--- src/rtl/ssi_pkg.sv ---
// ----------------------------------------------------------------------------
// ssi_pkg
// Shared widths, codes and record types of the segment/sphere intersection
// unit.
// ----------------------------------------------------------------------------
package ssi_pkg;

  localparam int CW        = 32;              // coordinate width
  localparam int FRAC_BITS = 16;
  localparam int RW        = CW - 1;          // radius width
  localparam int RRW       = 2 * RW;          // radius squared
  localparam int DW        = CW + 1;          // difference width, signed
  localparam int PW        = 2 * CW + 2;      // |a|, |h|, |c|
  localparam int LW        = PW / 2;          // limb of a wide product
  localparam int HW        = PW + 2;          // signed h and c
  localparam int XW        = 2 * PW;          // h*h and a*c
  localparam int DMW       = 4 * CW;          // discriminant magnitude
  localparam int SQW       = DMW / 2;         // square root width
  localparam int SQS       = SQW;             // square root stages
  localparam int NW        = HW;              // signed root numerator
  localparam int NMW       = NW - 1;          // its magnitude
  localparam int NLW       = (NMW + 1) / 2;
  localparam int NHW       = NMW - NLW;
  localparam int PRW       = CW + NMW;        // |d_i * n|
  localparam int NUMW      = PRW + 2;         // 2|prod| + a
  localparam int DVW       = PW + 1;          // 2a
  localparam int QW        = NW;              // quotient width and stages
  localparam int PTW       = QW + 2;          // unsaturated hit coordinate
  localparam int TOL       = ((1 << FRAC_BITS) + 5000) / 10000;
  localparam int FDEPTH    = 4;
  localparam int FAW       = $clog2(FDEPTH);

  localparam logic [RW-1:0] RADIUS_RST = RW'(1 << FRAC_BITS);

  localparam logic [1:0] ST_POINT = 2'd0;
  localparam logic [1:0] ST_NONE  = 2'd1;
  localparam logic [1:0] ST_DEGEN = 2'd2;

  localparam logic [2:0] K_DEGEN  = 3'd0;
  localparam logic [2:0] K_MISS   = 3'd1;
  localparam logic [2:0] K_ONE    = 3'd2;
  localparam logic [2:0] K_FIRST  = 3'd3;
  localparam logic [2:0] K_SECOND = 3'd4;

  typedef logic [2:0][CW-1:0] vec3_t;
  typedef logic [2:0][DW-1:0] dvec3_t;

  typedef struct packed {
    vec3_t          pa;
    vec3_t          pb;
    dvec3_t         d;
    logic [PW-1:0]  a;
    logic [HW-1:0]  h;
    logic           degen;
    logic           dneg;
    logic           dzero;
  } fpay_t;

  typedef struct packed {
    vec3_t          pa;
    vec3_t          pb;
    dvec3_t         d;
    logic [PW-1:0]  a;
    logic [NW-1:0]  n1;
    logic [NW-1:0]  n2;
    logic           degen;
    logic           dneg;
    logic           dzero;
  } qent_t;

  typedef struct packed {
    logic [2:0]     kind;
    logic [2:0]     sg;
    vec3_t          pa;
    vec3_t          pb;
  } btag_t;

endpackage

--- src/rtl/ssi_fifo.sv ---
// ----------------------------------------------------------------------------
// ssi_fifo
// Short queue between the front end and the root evaluation back end.
// ----------------------------------------------------------------------------
module ssi_fifo (
  input  logic            clk,
  input  logic            rst_n,
  input  logic            push,
  input  ssi_pkg::qent_t  wdata,
  input  logic            pop,
  output ssi_pkg::qent_t  rdata,
  output logic            full,
  output logic            empty
);
  import ssi_pkg::*;

  qent_t          mem_r [FDEPTH];
  logic [FAW-1:0] wp_r, rp_r;
  logic [FAW:0]   cnt_r;

  assign full  = (cnt_r == (FAW+1)'(FDEPTH));
  assign empty = (cnt_r == '0);
  assign rdata = mem_r[rp_r];

  always_ff @(posedge clk) begin
    if (push) begin
      mem_r[wp_r] <= wdata;
    end
  end

  always_ff @(posedge clk) begin
    if (!rst_n) begin
      wp_r  <= '0;
      rp_r  <= '0;
      cnt_r <= '0;
    end else begin
      if (push) begin
        wp_r <= wp_r + 1'b1;
      end
      if (pop) begin
        rp_r <= rp_r + 1'b1;
      end
      cnt_r <= cnt_r + (FAW+1)'(push) - (FAW+1)'(pop);
    end
  end

  a_no_overflow: assert property (@(posedge clk) disable iff (!rst_n)
    push |-> !full || pop) else $error("queue overflow");
  a_no_underflow: assert property (@(posedge clk) disable iff (!rst_n)
    pop |-> !empty) else $error("queue underflow");

endmodule

--- config.mk ---
export PLATFORM = sky130hd
export DESIGN_NAME = ssi_fifo
export DESIGN_NICKNAME = d
export VERILOG_FILES = /design/src/rtl/ssi_pkg.sv /design/src/rtl/ssi_fifo.sv
export SDC_FILE = /design/constraint.sdc
export NUM_CORES = 1
export LEC_CHECK = 0
export BUFFER_PORTS_ARGS = -buffer_cell sky130_fd_sc_hd__buf_2
export CAP_MARGIN = 5
export CORE_AREA = 5 5 390 392
export CTS_BUF_LIST = sky130_fd_sc_hd__clkbuf_8 sky130_fd_sc_hd__clkbuf_16
export DETAILED_ROUTE_END_ITERATION = 10
export DIE_AREA = 0 0 395 397
export PLACE_DENSITY = 0.73
export SLEW_MARGIN = 10
export SYNTH_ARGS = -nofsm -noshare
export SYNTH_HDL_FRONTEND = slang
export SYNTH_SLANG_ARGS = --single-unit
--- constraint.sdc ---
create_clock -name clk -period 23.7 [get_ports clk]
set_clock_uncertainty 0.2 [all_clocks]
set_input_delay 1.185 -clock clk [delete_from_list [all_inputs] [get_ports clk]]
set_output_delay 1.185 -clock clk [all_outputs]
set_load 0.02 [all_outputs]
==> results.sh <==
export IMPL_max_freq_ghz=0.138
export IMPL_dp_cells=5507
export IMPL_io_buffer_count=997
export IMPL_die_h_um=397
export IMPL_final_max_slew_violation_count=0
export IMPL_worstPathMaxFanout=62
export IMPL_cts_buffers=189
export IMPL_ys_warn_count=0
export IMPL_final_cells=5925
export IMPL_cts_buffer_depth=3
export IMPL_cts_sinks=1993
export IMPL_die_w_um=395
export IMPL_criticalPathCategory="reg2out"
export IMPL_rsz0062_at_grt="no"
export IMPL_gp_congestion=0.807
export IMPL_path_clk_slew_ps=60
export IMPL_p_total_mw=7.80
export IMPL_max_slew_margin_rel_pct=31.6
export IMPL_synthCells=2633
export IMPL_dr_total_vias=33000
export IMPL_holdBufCountCts=0
export IMPL_pre_cts_ws_ps=17230
export IMPL_fin_nets=4261
export IMPL_cts_root_buffer_cell="clkbuf_16"
export IMPL_cts_tree="done"
export IMPL_detail_route_antenna_nets=0
export IMPL_maxCapViolations=0
export IMPL_synth_nets=3140
export IMPL_dpl_cell_area_sq_um=79100
export IMPL_cp_start_kind="flip-flop"
export IMPL_fin_tns_setup_ps=0
export IMPL_htreeDepth=4
export IMPL_cp_data_arrival_time_ps=5880
export IMPL_period_share_pct=30.7
export IMPL_fin_util_pct=57.4
export IMPL_required_ps=22320
export IMPL_peakVddDrop_uv=99.9
export IMPL_cp_end_kind="primary output"
export IMPL_ys_ff_latch=1993
export IMPL_dr_pass1_iters=7
export IMPL_drive_gt1_share_pct=46.1
export IMPL_drcViolationCount=0
export IMPL_cts_setup_buffers=0
export IMPL_start_util_pct=48.5
export IMPL_area_delta_synth_final_pct=18.3
export IMPL_tightest_slew_ps=1030
export IMPL_initialDrtViolationCount=2624
export IMPL_synth_top_cells_by_area="edfxtp_1 (83%), mux4_2 (16%), buf_6 (0.78%)"
export IMPL_whs_ps=345
export IMPL_final_setup_worst_slack_ps=16430
export IMPL_fin_crit_ps=7270
export IMPL_ys_types=20
export IMPL_min_path_type="reg2reg"
export IMPL_grt_pass1_wl_mm=230
export IMPL_num_rows=142
export IMPL_stdcell_area_sq_um=85200
export IMPL_finalHoldViolations=0
export IMPL_synth_top_area_share_pct=82.7
export IMPL_grt_antenna_before_repair=99
export IMPL_via_per_inst=5.56
export IMPL_cts_resized=0
export IMPL_hpwl_mm=103
export IMPL_syn_avg_cell_area_sq_um=27.4
export IMPL_synth_cell_area_sq_um=72000
export IMPL_p_per_area_nw_per_um2=91.5
export IMPL_finalSetupViolCount=0
export IMPL_dieArea_sq_um=157000
export IMPL_wirelength_mm=159
export IMPL_grt_max_degree=144
export IMPL_overflow=0
export IMPL_outcome="finished, final reports clean"
export IMPL_ys_seq_area_share_pct=82.9
export IMPL_clk_latency_ps=800
export IMPL_io_pins=998
export IMPL_core_area_sq_um=149000
export IMPL_leakagePower_nw=28.4
export IMPL_wl_per_cell_um=26.8
export IMPL_grt_pass1_vias=34200
export IMPL_yosysTopAreaCell="edfxtp_1"
export IMPL_grt_usage_pct=20.0
-- logic make-up after synthesis --
logic type,after synthesis,synth area share (%)
muxes,497,15.5
and+or+nand+nor,14,0.104
adders and majority gates,7,0.132
AOI/OAI and AO/OA,2,0.0208
buffers and inverters,117,1.22
DFF,1993,82.9
xor gates and xnor gates,3,0.0573
-- placed cells by master, fill, tap and decap left out, drive strengths merged --
cell type | synthesis | final
xor3 | 1 | 1
inv | 7 | 57
fa | 1 | 1
and2 | 6 | 6
a21bo | 1 | 1
nand3b | 1 | 1
edfxtp | 1984 | 1984
mux4 | 496 | 496
buf | 103 | 1040
clkbuf | 7 | 190
mux2i | 1 | 1
clkinvlp | 0 | 8
and3 | 1 | 1
xnor2 | 2 | 2
ha | 6 | 6
nor3 | 1 | 1
nor2 | 5 | 5
clkinv | 0 | 81
a21oi | 1 | 1
dfxtp | 9 | 9
bufinv | 0 | 14
diode | 0 | 75
-- power by group --
part | total, mW | internal (mW) | switching (mW)
clock | 2.87 | 1.61 | 1.26
combinational | 0.824 | 0.310 | 0.514
sequential | 4.10 | 4.06 | 0.0422
total | 7.80 | 5.98 | 1.81
-- worst max-delay path, stage by stage, from the launching register on --
cell	delay (ps)
dfxtp_4	960
buf_4	810
buf_4	750
buf_4	830
buf_4	820
mux4_2	430
buf_2	190
-- sequential cells by signal, indices dropped and copies added (netlist names), named ones only --
register / flops
cnt_r: 3
mem_r: 1984
rp_r: 2
wp_r: 2
-- routing by layer --
metal,wire length (um),track usage (%),part of all wire (%),vias to the layer above
met5,371,0,0.23,-
met4,7350,8.63,4.6,54
met3,15800,7.47,9.9,372
met2,78300,32.1,49,1354
met1,57100,24.5,36,17300
li1,-,-,-,13900
-- cells in the mapped netlist (all sizes together) --
library cell	number
a21bo	1
a21oi	1
and2	6
and3	1
buf	103
clkbuf	7
dfxtp	9
edfxtp	1984
fa	1
ha	6
inv	7
mux2i	1
mux4	496
nand3b	1
nor2	5
nor3	1
xnor2	2
xor3	1
-- layout make-up --
class | count | area, sq um
fillers | 10500 | 63300
flip-flops and latches | 1993 | 59800
multi-input cells | 523 | 11400
repair buffers | 1040 | 5410
clock buffers | 190 | 4750
well taps | 1944 | 2430
clock inverters | 153 | 1230
diodes | 75 | 188
inverters | 7 | 26.3
-- final timing paths --
check,startpoint,end,slack [ps],depth (start not counted)
setup / recovery,flip-flop,rdata[82],16430,6
hold / removal,rp_r[1]$_SDFFE_PN0P_,flip-flop,350,2
setup reg to reg,wp_r[0]$_SDFFE_PN0P_,mem_r[0][72]$_DFFE_PP_,18150,8
hold reg to reg,rp_r[1]$_SDFFE_PN0P_,flip-flop,350,2
No activity file was read; power rests on OpenSTA's default activity.
